==> src/tlf_pkg.sv <==
// shared constants and types for the text line folder
// no dependencies
package tlf_pkg;

   localparam logic [7:0] CH_TAB   = 8'd9;
   localparam logic [7:0] CH_NL    = 8'd10;
   localparam logic [7:0] CH_BLANK = 8'd32;

   typedef enum logic [5:0] {
      ST_IDLE  = 6'b000001,
      ST_TAB   = 6'b000010,
      ST_SCAN  = 6'b000100,
      ST_SEND  = 6'b001000,
      ST_NLOUT = 6'b010000,
      ST_SHIFT = 6'b100000
   } state_type;

endpackage

==> src/tlf_if.sv <==
// valid/ready channel interfaces for the text line folder
// no dependencies
interface tlf_req_if;
   logic       valid;
   logic       ready;
   logic [7:0] in_byte;

   modport source (output valid, output in_byte, input ready);
   modport sink (input valid, input in_byte, output ready);
endinterface

interface tlf_rsp_if;
   logic       valid;
   logic       ready;
   logic [7:0] out_byte;
   logic       last;

   modport source (output valid, output out_byte, output last, input ready);
   modport sink (input valid, input out_byte, input last, output ready);
endinterface

==> src/tlf_ram.sv <==
// generic single write port ram with registered read
// no dependencies
module tlf_ram #(
   parameter int WIDTH = 8,
   parameter int DEPTH = 10
) (
   input  logic                     clock,
   input  logic                     we,
   input  logic [$clog2(DEPTH)-1:0] waddr,
   input  logic [WIDTH-1:0]         wdata,
   input  logic [$clog2(DEPTH)-1:0] raddr,
   output logic [WIDTH-1:0]         rdata
);

   logic [WIDTH-1:0] mem [DEPTH];

   always_ff @(posedge clock) begin
      if (we) begin
         mem[waddr] <= wdata;
      end
      rdata <= mem[raddr];
   end

endmodule

==> src/text_line_folder.sv <==
// text line folder: takes one byte per transaction and folds the text into lines of at
// most LINE_WIDTH bytes, expanding tabs to TAB_WIDTH stops and dropping empty lines. A
// non-blank byte that fills the line starts a backward blank scan over the line ram,
// then the line goes out one byte per cycle while the receiver is ready, plus a newline,
// and the remainder is copied to the front at one byte per cycle. Input is taken only
// in the idle state, not while a tab is expanded or a line is scanned, sent or moved.
// depends on tlf_pkg, tlf_if, tlf_ram
module text_line_folder import tlf_pkg::*; #(
   parameter int LINE_WIDTH = 10,
   parameter int TAB_WIDTH  = 8
) (
   input  logic      clock,
   input  logic      reset,
   tlf_req_if.sink   req_chan,
   tlf_rsp_if.source rsp_chan
);

   localparam int AW = $clog2(LINE_WIDTH);
   localparam int CW = $clog2(LINE_WIDTH + 1);
   localparam int MW = (TAB_WIDTH > 1) ? $clog2(TAB_WIDTH) : 1;
   localparam logic [AW-1:0] LAST_IDX   = AW'(LINE_WIDTH - 1);
   localparam logic [AW-1:0] SCAN_START = AW'(LINE_WIDTH - 2);
   localparam logic [CW-1:0] FULL_CNT   = CW'(LINE_WIDTH);
   localparam logic [MW-1:0] TAB_LAST   = MW'(TAB_WIDTH - 1);

   state_type     state_ff, state_in;
   logic [AW-1:0] pos_ff, pos_in;
   logic [MW-1:0] mod_ff, mod_in;
   logic [AW-1:0] idx_ff, idx_in;
   logic [AW-1:0] src_ff, src_in;
   logic [CW-1:0] cnt_ff, cnt_in;
   logic          shift_ff, shift_in;

   logic          ram_we;
   logic [AW-1:0] ram_waddr;
   logic [7:0]    ram_wdata;
   logic [AW-1:0] ram_raddr;
   logic [7:0]    ram_rdata;

   logic [CW-1:0] pos_inc;
   logic [MW-1:0] mod_inc;
   logic          req_fire;
   logic          rsp_fire;

   tlf_ram #(.WIDTH(8), .DEPTH(LINE_WIDTH)) u_line_ram (
      .clock (clock),
      .we    (ram_we),
      .waddr (ram_waddr),
      .wdata (ram_wdata),
      .raddr (ram_raddr),
      .rdata (ram_rdata)
   );

   assign req_chan.ready    = (state_ff == ST_IDLE);
   assign rsp_chan.valid    = (state_ff == ST_SEND) || (state_ff == ST_NLOUT);
   assign rsp_chan.out_byte = (state_ff == ST_SEND) ? ram_rdata : CH_NL;
   assign rsp_chan.last     = (state_ff == ST_NLOUT);

   assign req_fire = req_chan.valid && req_chan.ready;
   assign rsp_fire = rsp_chan.valid && rsp_chan.ready;
   assign pos_inc  = CW'(pos_ff) + CW'(1);
   assign mod_inc  = (mod_ff == TAB_LAST) ? '0 : mod_ff + MW'(1);

   always_comb begin
      state_in  = state_ff;
      pos_in    = pos_ff;
      mod_in    = mod_ff;
      idx_in    = idx_ff;
      src_in    = src_ff;
      cnt_in    = cnt_ff;
      shift_in  = shift_ff;
      ram_we    = 1'b0;
      ram_waddr = pos_ff;
      ram_wdata = CH_BLANK;
      ram_raddr = '0;
      case (state_ff)
         ST_IDLE: begin
            if (req_fire) begin
               case (req_chan.in_byte)
                  CH_TAB: begin
                     state_in = ST_TAB;
                  end
                  CH_NL: begin
                     if (pos_ff != '0) begin
                        cnt_in   = CW'(pos_ff);
                        shift_in = 1'b0;
                        idx_in   = '0;
                        pos_in   = '0;
                        mod_in   = '0;
                        state_in = ST_SEND;
                     end
                  end
                  default: begin
                     ram_we    = 1'b1;
                     ram_wdata = req_chan.in_byte;
                     if (pos_ff == LAST_IDX) begin
                        if (req_chan.in_byte == CH_BLANK) begin
                           cnt_in   = FULL_CNT;
                           shift_in = 1'b0;
                           idx_in   = '0;
                           pos_in   = '0;
                           mod_in   = '0;
                           state_in = ST_SEND;
                        end else begin
                           src_in    = SCAN_START;
                           ram_raddr = SCAN_START;
                           state_in  = ST_SCAN;
                        end
                     end else begin
                        pos_in = pos_inc[AW-1:0];
                        mod_in = mod_inc;
                     end
                  end
               endcase
            end
         end
         ST_TAB: begin
            ram_we = 1'b1;
            if (pos_inc == FULL_CNT) begin
               cnt_in   = FULL_CNT;
               shift_in = 1'b0;
               idx_in   = '0;
               pos_in   = '0;
               mod_in   = '0;
               state_in = ST_SEND;
            end else begin
               pos_in = pos_inc[AW-1:0];
               mod_in = mod_inc;
               if (mod_inc == '0) begin
                  state_in = ST_IDLE;
               end
            end
         end
         ST_SCAN: begin
            if (src_ff == '0) begin
               cnt_in   = FULL_CNT;
               shift_in = 1'b0;
               idx_in   = '0;
               pos_in   = '0;
               mod_in   = '0;
               state_in = ST_SEND;
            end else if (ram_rdata == CH_BLANK) begin
               cnt_in   = CW'(src_ff) + CW'(1);
               src_in   = src_ff + AW'(1);
               shift_in = 1'b1;
               idx_in   = '0;
               pos_in   = '0;
               mod_in   = '0;
               state_in = ST_SEND;
            end else begin
               src_in    = src_ff - AW'(1);
               ram_raddr = src_ff - AW'(1);
            end
         end
         ST_SEND: begin
            ram_raddr = idx_ff;
            if (rsp_fire) begin
               ram_raddr = idx_ff + AW'(1);
               idx_in    = idx_ff + AW'(1);
               if (CW'(idx_ff) + CW'(1) == cnt_ff) begin
                  state_in = ST_NLOUT;
               end
            end
         end
         ST_NLOUT: begin
            if (rsp_fire) begin
               if (shift_ff) begin
                  ram_raddr = src_ff;
                  state_in  = ST_SHIFT;
               end else begin
                  state_in = ST_IDLE;
               end
            end
         end
         ST_SHIFT: begin
            ram_we    = 1'b1;
            ram_wdata = ram_rdata;
            pos_in    = pos_inc[AW-1:0];
            mod_in    = mod_inc;
            src_in    = src_ff + AW'(1);
            ram_raddr = src_ff + AW'(1);
            if (src_ff == LAST_IDX) begin
               state_in = ST_IDLE;
            end
         end
         default: begin
            state_in = ST_IDLE;
         end
      endcase
   end

   always_ff @(posedge clock) begin
      if (reset) begin
         state_ff <= ST_IDLE;
         pos_ff   <= '0;
         mod_ff   <= '0;
      end else begin
         state_ff <= state_in;
         pos_ff   <= pos_in;
         mod_ff   <= mod_in;
      end
      idx_ff   <= idx_in;
      src_ff   <= src_in;
      cnt_ff   <= cnt_in;
      shift_ff <= shift_in;
   end

endmodule

==> src/flat_wrapper.sv <==
// flat-port wrapper written by rule: the top's interface ports become plain ports
module text_line_folder_flat import tlf_pkg::*;
#(
   parameter int LINE_WIDTH = 10,
   parameter int TAB_WIDTH  = 8
)
  (clock, reset, req_chan_valid, req_chan_in_byte, req_chan_ready, rsp_chan_valid, rsp_chan_out_byte, rsp_chan_last, rsp_chan_ready);
  tlf_req_if req_chan_i ();
  tlf_rsp_if rsp_chan_i ();
  input  logic clock;
  input  logic reset;
  input wire logic [$bits(req_chan_i.valid)-1:0] req_chan_valid;
  input wire logic [$bits(req_chan_i.in_byte)-1:0] req_chan_in_byte;
  output wire logic [$bits(req_chan_i.ready)-1:0] req_chan_ready;
  output wire logic [$bits(rsp_chan_i.valid)-1:0] rsp_chan_valid;
  output wire logic [$bits(rsp_chan_i.out_byte)-1:0] rsp_chan_out_byte;
  output wire logic [$bits(rsp_chan_i.last)-1:0] rsp_chan_last;
  input wire logic [$bits(rsp_chan_i.ready)-1:0] rsp_chan_ready;
  assign req_chan_i.valid = req_chan_valid;
  assign req_chan_i.in_byte = req_chan_in_byte;
  assign req_chan_ready = req_chan_i.ready;
  assign rsp_chan_valid = rsp_chan_i.valid;
  assign rsp_chan_out_byte = rsp_chan_i.out_byte;
  assign rsp_chan_last = rsp_chan_i.last;
  assign rsp_chan_i.ready = rsp_chan_ready;
  text_line_folder #(.LINE_WIDTH(LINE_WIDTH), .TAB_WIDTH(TAB_WIDTH)) u_core (.clock(clock), .reset(reset), .req_chan(req_chan_i), .rsp_chan(rsp_chan_i));
endmodule
==> config.mk <==
export PLATFORM = sky130hd
export DESIGN_NAME = text_line_folder_flat
export DESIGN_NICKNAME = d
export VERILOG_FILES = /design/src/tlf_pkg.sv /design/src/tlf_if.sv /design/src/tlf_ram.sv /design/src/text_line_folder.sv /design/src/flat_wrapper.sv
export SDC_FILE = /design/constraint.sdc
export NUM_CORES = 1
export LEC_CHECK = 0
export BUFFER_PORTS_ARGS = -buffer_cell sky130_fd_sc_hd__buf_4
export CORE_MARGIN = 2
export CORE_UTILIZATION = 50
export DETAILED_ROUTE_END_ITERATION = 10
export GPL_TIMING_DRIVEN = 0
export PLACE_DENSITY = 0.7
export SLEW_MARGIN = 10
export SYNTH_ARGS = -nofsm -noshare
export SYNTH_HDL_FRONTEND = slang
export SYNTH_SLANG_ARGS = --single-unit
==> constraint.sdc <==
create_clock -name clock -period 3.2 [get_ports clock]
set_input_delay 0.64 -clock clock [delete_from_list [all_inputs] [get_ports clock]]
set_output_delay 0.64 -clock clock [all_outputs]
set_load 0.02 [all_outputs]
==> results of run 1 <==
==> power breakdown <==
part	switching [mW]	internal, mW
combinational	0.0911	0.0527
clock	0.671	1.22
sequential	0.0172	1.64
total	0.780	2.91
==> logic make-up after synthesis <==
family	Yosys count	share of synthesized area (%)
AOI/OAI and AO/OA	155	18.3
muxes	5	0.889
adders and majority gates	11	2.44
buffers and inverters	39	3.20
and+or+nand+nor	164	16.4
DFF	114	57.0
xor gates and xnor gates	11	1.71
==> layout by cell type (no fill, tap or decap), types with 4 or more instances in the layout <==
cell type / synthesis / layout
a211o_1: 4 / 4
a211oi_1: 18 / 17
a21oi_1: 27 / 27
a22o_1: 7 / 7
a22oi_1: 15 / 15
a32oi_1: 8 / 8
and2_1: 14 / 6
and2_2: 0 / 4
and2_4: 0 / 4
and3_1: 6 / 6
buf_2: 12 / 12
buf_4: 1 / 23
clkbuf_1: 11 / 11
clkbuf_16: 0 / 17
dfxtp_1: 21 / 21
edfxtp_1: 93 / 93
ha_1: 11 / 11
inv_1: 8 / 8
mux2i_1: 5 / 5
nand2_1: 26 / 26
nand2b_1: 6 / 6
nand3_1: 33 / 33
nand3b_1: 8 / 8
nor2_1: 27 / 25
nor3_1: 9 / 5
nor3_2: 0 / 4
o21ai_0: 38 / 38
o21ai_1: 10 / 10
o22ai_1: 4 / 4
or3_1: 6 / 6
or4_1: 4 / 4
xnor2_1: 8 / 8
==> per-layer routing <==
metal	vias to the layer above	share of wire (%)
li1	2030	-
met1	2166	41
met2	241	46
met3	32	10
met4	0	2.4
met5	-	0
==> per-stage QoR <==
stage               setup WS (ns)  hold slack (ns)  cells  total power, mW  setup TNS, ns
floorplan                   0.272            0.436    499             1.76              0
global route              0.00695            0.409    693             3.77              0
detailed placement         -0.266            0.452    660             1.82         -16.48
CTS                        0.0244            0.398    692             3.69              0
finish                     0.0805            0.414    693             3.69              0
global placement           -0.219            0.447    660             1.81         -14.43
==> state kept, by name, indices dropped and copies added, names as in the netlist <==
signal,count
u_core.mod_ff,3
u_core.state_ff,6
u_core.idx_ff,4
u_core.u_line_ram.rdata,8
u_core.pos_ff,4
u_core.cnt_ff,4
u_core.src_ff,4
u_core.u_line_ram.mem,80
u_core.shift_ff,1
==> path summary, 6_finish.rpt <==
kind | end | slack (ns)
worst max-delay path | u_core.u_line_ram.mem[1][1]$_DFFE_PP_ | 0.08
worst min-delay path | u_core.mod_ff[0]$_SDFFE_PP0P_ | 0.41
worst max register to register | u_core.u_line_ram.mem[1][1]$_DFFE_PP_ | 0.08
worst min register to register | u_core.mod_ff[2]$_SDFFE_PP0P_ | 0.46
==> timing repair <==
action,CTS,global route
setup endpoints to repair,77,102
setup buffers,0,1
pin swaps,0,2
resized for setup,10,23
==> synthesized netlist by cell type, drive strengths merged, types with 9 or more instances <==
library cell / number / area [sq um]
a211oi: 20 / 168
a21oi: 27 / 135
a22oi: 15 / 113
and2: 14 / 87.6
buf: 19 / 105
clkbuf: 11 / 41.3
dfxtp: 21 / 420
edfxtp: 93 / 2790
ha: 11 / 138
inv: 9 / 33.8
nand2: 26 / 97.6
nand3: 33 / 165
nor2: 27 / 101
nor3: 9 / 45.0
o21ai: 48 / 240
==> critical path: stages (launching register included) <==
cell and delay, ns:
dfxtp_1 0.34, or4_1 0.61, or3b_1 0.46, nor2_2 0.21, and3_1 0.17, buf_2 0.22, nor3_2 0.12, nor3_1 0.30
and2_2 0.36
==> cell type report <==
class	instances	share of cell area (%)
Inverter	9	0.506
Buffer	30	2.25
Clock buffer	19	6.49
Sequential cell	114	48.1
Clock inverter	13	2.42
Multi-Input combinational cell	346	35.1
Timing Repair Buffer	22	2.47
Tap cell	140	2.62
==> flow_summary.toml, run 1 <==
[sta]
period_minus_slack_ns = 3.12
skew_ns = 0.00849
fmax_ghz = 0.321
rsz0062_at_grt = "false"
finalSetupViolCount = 0
finalCritPeriodShare_pct = 97.5
finalHoldViolations = 0
finalMaxSlewViolations = 0
worst_pin_slew_ns = 0.942
relSlewSlack_pct = 36.9

[critical_path]
cp-start-kind = "flip-flop"
r2r-start = "u_core.state_ff[2]$_SDFFE_PP0P_"
end_kind = "flip-flop"
reg2reg_depth = 8
critical_path_required_ns = 3.29
worstPathMaxFanout = 9
crit_type = "flip-flop to flip-flop"
crit_arrival_ns = 3.21
crit_start = "u_core.state_ff[2]$_SDFFE_PP0P_"

[drt]
drc = 0
drtAntennaViolNets = 0
first_pass_iters = 5
vias = 4469
via_per_inst = 6.45
routedWlPerCell_um = 21.2
drt-initial-drc-count = 513
wl_um = 14700

[final_layout]
drive_gt1_share_pct = 19.3
stdcell_area_sq_um = 6680
regArea_sq_um = 3210
multi_input_area_sq_um = 2340
area_growth_pct = 18.5
antenna_cells = 0
finish.utilization_pct = 61.0
nNetsFinal = 563
nFillCells = 865

[logic_synthesis]
synthArstFlopShare_pct = 0
syn_nets = 522
synth_area_sq_um = 5630
ys_seq_elements = 114
synth_cells = 499
yosysSeqAreaShare_pct = 57.0
synth_cell_types = 64
ys_warn_count = 0
avgSynthCellArea_sq_um = 11.3
synth_edf_count = 93
synthFlopType = "edfxtp_1"

[clocking]
clock_latency_ns = 0.41
tritoncts = "done"
cts.sinks = 114
cts_max_path_buffers = 2
cts_buffers = 17
cts_root_buf = "clkbuf_16"
cts_htree_levels = 4
cts_hold_buf = 0
path_clk_slew_ns = 0.05

[placement]
placed_cell_area_sq_um = 5970
place.gp.congestion = 0.999
hpwl_um = 10100
io_buffers = 21

[grt]
grt_pass1_wl_um = 22600
antenna_found_initial = 0
grt.overflow.total = 0
top_usage_layer = "met2"
grt_pass1_vias = 4247
grt_max_degree = 17
grt.met3_usage_pct = 7.58
grtUsageMet2_pct = 38.7
grtUsageTotal_pct = 25.5
grt_use_met1_pct = 34.3

[floorplanning]
core_sq_um = 10900
row_count = 38
die-area_sq_um = 12100
dieHeight_um = 110
pin_count = 23
die_w_um = 110
initial_utilization_pct = 51.5

[status]
outcome = "finished, final reports clean"

[min_path]
hold_class = "input port to flip-flop"
hold-path-cell-count = 2
hp-start = "reset"

[power_and_ir_drop]
pwr_density_cell_nw_per_um2 = 553
vdd_ir_drop_max_mv = 0.388
leakage_nw = 2.38

[flow_run]
max_cap_viol_count = 0
Power figures use the tool's default switching activity.
==> inputs of run 2 (changes only) <==
Settings changed: REMOVE_ABC_BUFFERS set to 1.
==> run 2 against run 1 <==
Net effect: largest cell class unchanged; via count is essentially flat; die area is the same; global-route usage grew 0.49 points; worst hold slack gained 0.047 ns; largest power group unchanged; total power grew 0.97%; routed wire length grew 4.9%; register-to-register slack lost 0.07 ns; non-clock buffer count shrank 15; clock power grew 3%; the run now ends with DRC left; sequential power is essentially flat.
==> flow_summary.toml, run 2 (same netlist as run 1, synthesis figures left out) <==
[critical_path]
slowest_stage = "or4_1"
worstPathMaxFanout = 14
cp-start-kind = "flip-flop"
end_kind = "flip-flop"
crit_type = "flip-flop to flip-flop"
crit_chain = "or4_1 -> nor3_2 -> a221o_1 -> o21ai_0 -> a211oi_1 -> o21ai_1 -> a32oi_1"
critical_path_required_ns = 3.53
cp_num_buf_inv = 0
cp_top_family = "simple AND/OR/NAND/NOR gates"
crit_arrival_ns = 3.52
worst_path_largest_cell_delay_ns = 0.82

[clocking]
cts_max_path_buffers = 2
cts.sinks = 114
cts_hold_buf = 0
cts_root_buf = "clkbuf_16"
clock_latency_ns = 0.42
cts_buffers = 17
cts_htree_levels = 4
path_clk_slew_ns = 0.06
tritoncts = "done"

[sta]
relSlewSlack_pct = 41.7
period_minus_slack_ns = 3.19
finalMaxSlewViolations = 0
fin_tns_setup_ns = 0
worst_pin_slew_ns = 0.873
finalSetupViolCount = 0
skew_ns = 0.00748
fin_hold_ws_ns = 0.461
rsz0062_at_grt = "true"
finalCritPeriodShare_pct = 99.7
finalHoldViolations = 0
fmax_ghz = 0.313

[drt]
via_per_inst = 6.56
drt-initial-drc-count = 632
first_pass_iters = 8
routedWlPerCell_um = 22.6
drtAntennaViolNets = 0
wl_um = 15400
drc = 2
vias = 4470

[status]
outcome = "complete, but fails checks"
violations = "DRC"

[power_and_ir_drop]
p_total_mw = 3.73
leakage_nw = 2.39
combinationalPowerShare_pct = 3.7
p_sw_uw = 807
pwr-share-seq_pct = 44.4
sw_frac_of_total_pct = 21.7
vdd_ir_drop_max_mv = 0.378
p_int_mw = 2.92
pwr_density_cell_nw_per_um2 = 552
clockPowerShare_pct = 52.0

[placement]
hpwl_um = 9270
io_buffers = 22
place.gp.congestion = 0.849

[grt]
grt_pass1_wl_um = 22700
grt_pass1_vias = 4251
grt_max_degree = 29
grt.overflow.total = 0
antenna_found_initial = 0
grtUsageTotal_pct = 26.0

[floorplanning]
die-area_sq_um = 12100
row_count = 38
die_w_um = 110
dieHeight_um = 110
pin_count = 23
initial_utilization_pct = 51.5
core_sq_um = 10900

[final_layout]
final_common_cell = "edfxtp_1"
final_cell_mix = "edfxtp_1 (93), o21ai_0 (38), nand3_1 (33), buf_4 (32), a21oi_1 (27)"
regMostFlops = "u_core.u_line_ram.mem"
largest_reg_flops = 80
reg.largest.list = "u_core.u_line_ram.mem: 80 flops, u_core.u_line_ram.rdata: 8 flops, u_core.state_ff: 6 flops"
antenna_cells = 0
drive_gt1_share_pct = 20.7
area_growth_pct = 19.8
nNetsFinal = 551
nFillCells = 859

[flow_run]
max_cap_viol_count = 0

[min_path]
hold_class = "flip-flop to flip-flop"
[run 2: worst min-delay path, delay by kind of cell (launching register included)]
family          cells  cell delay, ns
compound gates      1            0.05
flops               1            0.31
simple gates        1            0.06
[run 2: power groups by stage]
stage	combinational [mW]	clock (mW)	sequential [mW]
4_1_cts	0.132	1.94	1.65
2_1_floorplan	0.0794	0	1.68
3_5_place_dp	0.130	0	1.68
5_1_grt	0.148	2.01	1.66
3_3_place_gp	0.125	0	1.68
6_report	0.136	1.94	1.65
[run 2: layer usage]
| layer | wire length (um) | part of all wire (%) | track usage (%) |
|---|---|---|---|
| met1 | 5990 | 39 | 33.6 |
| met2 | 7280 | 47 | 40.5 |
| met3 | 1630 | 11 | 7.23 |
| met4 | 474 | 3.1 | 12.7 |
| met5 | 0 | 0 | 0 |
[run 2: repair_timing]
item,4_1_cts,5_1_grt
gates resized for setup,19,8
setup buffers,5,6
pin swaps,3,4
gates cloned,2,1
setup endpoints to repair,100,77
[run 2: final timing paths]
check | start | end | slack (ns) | cells after the start
hold / removal | u_core.mod_ff[2]$_SDFFE_PP0P_ | u_core.mod_ff[2]$_SDFFE_PP0P_ | 0.46 | 2
hold reg to reg | u_core.mod_ff[2]$_SDFFE_PP0P_ | u_core.mod_ff[2]$_SDFFE_PP0P_ | 0.46 | 2
setup / recovery | u_core.state_ff[0]$_SDFFE_PP1P_ | u_core.u_line_ram.rdata[2]$_DFF_P_ | 0.008 | 7
setup reg to reg | u_core.state_ff[0]$_SDFFE_PP1P_ | u_core.u_line_ram.rdata[2]$_DFF_P_ | 0.008 | 7
[run 2: metrics by stage]
stage / cell area, sq um / setup WS (ns) / utilization, % / instances
2_1_floorplan: 5490 / -0.660 / - / 469
3_3_place_gp: 5830 / -2.17 / 53.3 / 631
3_5_place_dp: 5920 / -0.737 / 54.2 / 635
4_1_cts: 6630 / 0.0235 / 60.6 / 674
5_1_grt: 6750 / -0.0548 / 61.7 / 681
6_report: 6750 / 0.00803 / 61.7 / 681
[run 2: area by class of cell]
class	count	area (sq um)	area share, %
clock buffer	18	429	6.36
clock inverter	14	176	2.61
inverter	9	33.8	0.501
multi-input combinational	349	2400	35.6
sequential	114	3210	47.6
tap	140	175	2.60
timing repair buffer	37	318	4.71
==> inputs of run 3 (changes only) <==
Settings changed: CORE_MARGIN 2 to 5, SETUP_SLACK_MARGIN set to 0.15, SYNTH_HIERARCHICAL set to 1.
==> run 3 against run 2 <==
Net effect: the run now ends clean; non-clock buffer count decreased by 3; clock-buffer cell count fell by 1; via count shrank 13%; sequential power is 28% higher; global-route usage decreased by 4.9 points; die area is 8.8% higher; synthesized area decreased by 2.4%; cell count decreased by 8.2%; core utilization decreased by 0.59 points; clock skew about the same.
==> flow_summary.toml, run 3 <==
[status]
outcome = "finished, final reports clean"

[logic_synthesis]
yosys-top-cells-area = "edfxtp_1 (51%), dfxtp_1 (7.6%), mux2_2 (4.9%)"
synth_cell_types = 64
avgSynthCellArea_sq_um = 12.7
ys_seq_elements = 114
synth.largest_area_cell = "edfxtp_1"
synth_edf_count = 93
yosysSeqAreaShare_pct = 58.4
synthArstFlopShare_pct = 0
synthFlopType = "edfxtp_1"
yosysMostFrequentCell = "edfxtp_1"
netlist_top_cells_count = "edfxtp_1 (93), nand2_1 (28), nor2_1 (26), mux2_2 (24), dfxtp_1 (21)"
synth_cells = 433
synth_area_sq_um = 5500
synth.top_cell.area_share_pct = 50.8
ys_warn_count = 6

[sta]
finalHoldViolations = 0
fin_hold_ws_ns = 0.389
finalMaxSlewViolations = 0
skew_ns = 0.00751
worst_pin_slew_ns = 0.868
fmax_ghz = 0.327
period_minus_slack_ns = 3.06
relSlewSlack_pct = 41.6
rsz0062_at_grt = "true"
finalCritPeriodShare_pct = 95.7
finalSetupViolCount = 0

[critical_path]
reg2reg_depth = 7
crit_start = "u_core/state_ff[1]$_SDFFE_PP0P_"
slowest_stage = "nor2_1"
cp_num_buf_inv = 1
cp_top_family = "simple AND/OR/NAND/NOR gates"
crit_arrival_ns = 3.22
r2r_end = "u_core/u_line_ram/mem[9][6]$_DFFE_PP_"
worst_path_largest_cell_delay_ns = 0.69
crit_chain = "or4_4 -> or3b_4 -> inv_4 -> and3_4 -> or3_1 -> nand3b_1 -> nor2_1"
crit_type = "flip-flop to flip-flop"
cp-start-kind = "flip-flop"
end_kind = "flip-flop"
worstPathMaxFanout = 10
reg2reg_slack_ns = 0.14
critical_path_required_ns = 3.35
r2r-start = "u_core/state_ff[1]$_SDFFE_PP0P_"

[clocking]
cts_buffers = 17
clock_latency_ns = 0.53
cts_hold_buf = 0
cts_max_path_buffers = 2
path_clk_slew_ns = 0.06
cts_root_buf = "clkbuf_8"
tritoncts = "done"
cts.sinks = 114
cts_htree_levels = 4

[placement]
hpwl_um = 8520
place.gp.congestion = 0.934
io_buffers = 22
placed_cell_area_sq_um = 5730

[final_layout]
nFillCells = 787
regMostFlops = "u_core/u_line_ram/mem"
finish.utilization_pct = 61.1
area_growth_pct = 19.9
drive_gt1_share_pct = 28.5
largest_reg_flops = 80
final_common_cell = "edfxtp_1"
stdcell_area_sq_um = 6600
final_cell_mix = "edfxtp_1 (93), buf_4 (32), nand2_1 (27), mux2_2 (24)"
reg.largest.list = "u_core/u_line_ram/mem: 80 flops, u_core/u_line_ram/rdata: 8 flops, u_core/state_ff: 6 flops"
nNetsFinal = 494
antenna_cells = 0

[min_path]
hp-start = "reset"
hold_class = "input port to flip-flop"
hold-path-cell-count = 2
holdPathEnd = "u_core/pos_ff[2]$_SDFFE_PP0P_"

[drt]
drc = 0
drtAntennaViolNets = 0
drt-initial-drc-count = 334
wl_um = 13300
vias = 3906
routedWlPerCell_um = 21.3
via_per_inst = 6.25
first_pass_iters = 5

[floorplanning]
pin_count = 23
initial_utilization_pct = 51.0
dieHeight_um = 115
die-area_sq_um = 13200
row_count = 38
die_w_um = 115
core_sq_um = 10800

[flow_run]
max_cap_viol_count = 0

[power_and_ir_drop]
pwr_density_cell_nw_per_um2 = 832
vdd_ir_drop_max_mv = 0.440
leakage_nw = 2.28

[grt]
grt_max_degree = 18
grt_pass1_wl_um = 21100
grt.overflow.total = 0
antenna_found_initial = 0
grtUsageTotal_pct = 21.1
grt_pass1_vias = 3796
[run 3: changes by cell type after synthesis, moves of 15 or more]
cell and delta:
o21ai_0 -30, a211oi_1 -16, a22oi_1 -15, nand3_1 -18, mux2_2 +24, a21oi_1 -16
[run 3: repair_timing]
action	4_1_cts	5_1_grt
pin swaps	5	3
resized for setup	26	16
cloned	3	0
buffers inserted	3	8
endpoints found under the setup margin	92	61
[run 3: final cells by class]
cell class | instances | area, sq um | area share (%)
well taps | 140 | 175 | 2.66
clock buffers | 17 | 414 | 6.28
inverters | 11 | 43.8 | 0.664
flip-flops and latches | 114 | 3220 | 48.7
repair buffers | 34 | 272 | 4.12
clock inverters | 15 | 183 | 2.77
multi-input cells | 294 | 2290 | 34.8
[run 3: cells by family after synthesis]
kind of cell,count (synthesis),synth area share (%)
multiplexers,43,8.37
XOR/XNOR,15,2.39
flip-flops,114,58.4
buffers and inverters,28,3.12
AND/OR/NAND/NOR,138,13.9
AO/OA/AOI/OAI,85,11.6
adder cells (fa/ha/maj),10,2.27
[run 3: how the worst max path moves through the flow]
stage                                                  endpoint  slack (ns)  depth (start not counted)
after floorplan           u_core/u_line_ram/mem[0][0]$_DFFE_PP_       -0.20                          7
after global placement    u_core/u_line_ram/mem[0][6]$_DFFE_PP_       -0.86                          5
after detailed placement  u_core/u_line_ram/mem[0][6]$_DFFE_PP_       -0.85                          5
after CTS                    u_core/u_line_ram/rdata[5]$_DFF_P_        0.17                          8
after global routing      u_core/u_line_ram/mem[8][6]$_DFFE_PP_        0.07                          7
final                     u_core/u_line_ram/mem[9][6]$_DFFE_PP_        0.14                          7
[run 3: metal layers]
metal	global-route usage [%]	part of all wire, %
met4	8.76	1.8
met3	5.16	7.9
met5	0	0
met2	33.2	49
met1	28.1	42
[run 3: where the power goes]
group | total [mW] | leakage, nW | switching (mW) | internal [mW]
registers | 2.12 | 1.02 | 0.195 | 1.93
logic | 1.47 | 0.962 | 0.852 | 0.618
clock network | 1.90 | 0.293 | 0.706 | 1.19
[run 3: stage by stage]
| stage | instances | setup slack [ns] | setup TNS (ns) | total power, mW |
|---|---|---|---|---|
| floorplan | 416 | -0.204 | -1.64 | 2.96 |
| global placement | 578 | -0.859 | -34.84 | 3.30 |
| detailed placement | 579 | -0.852 | -30.64 | 3.35 |
| CTS | 617 | 0.167 | 0 | 5.37 |
| global route | 625 | 0.0723 | 0 | 5.73 |
| finish | 625 | 0.139 | 0 | 5.49 |
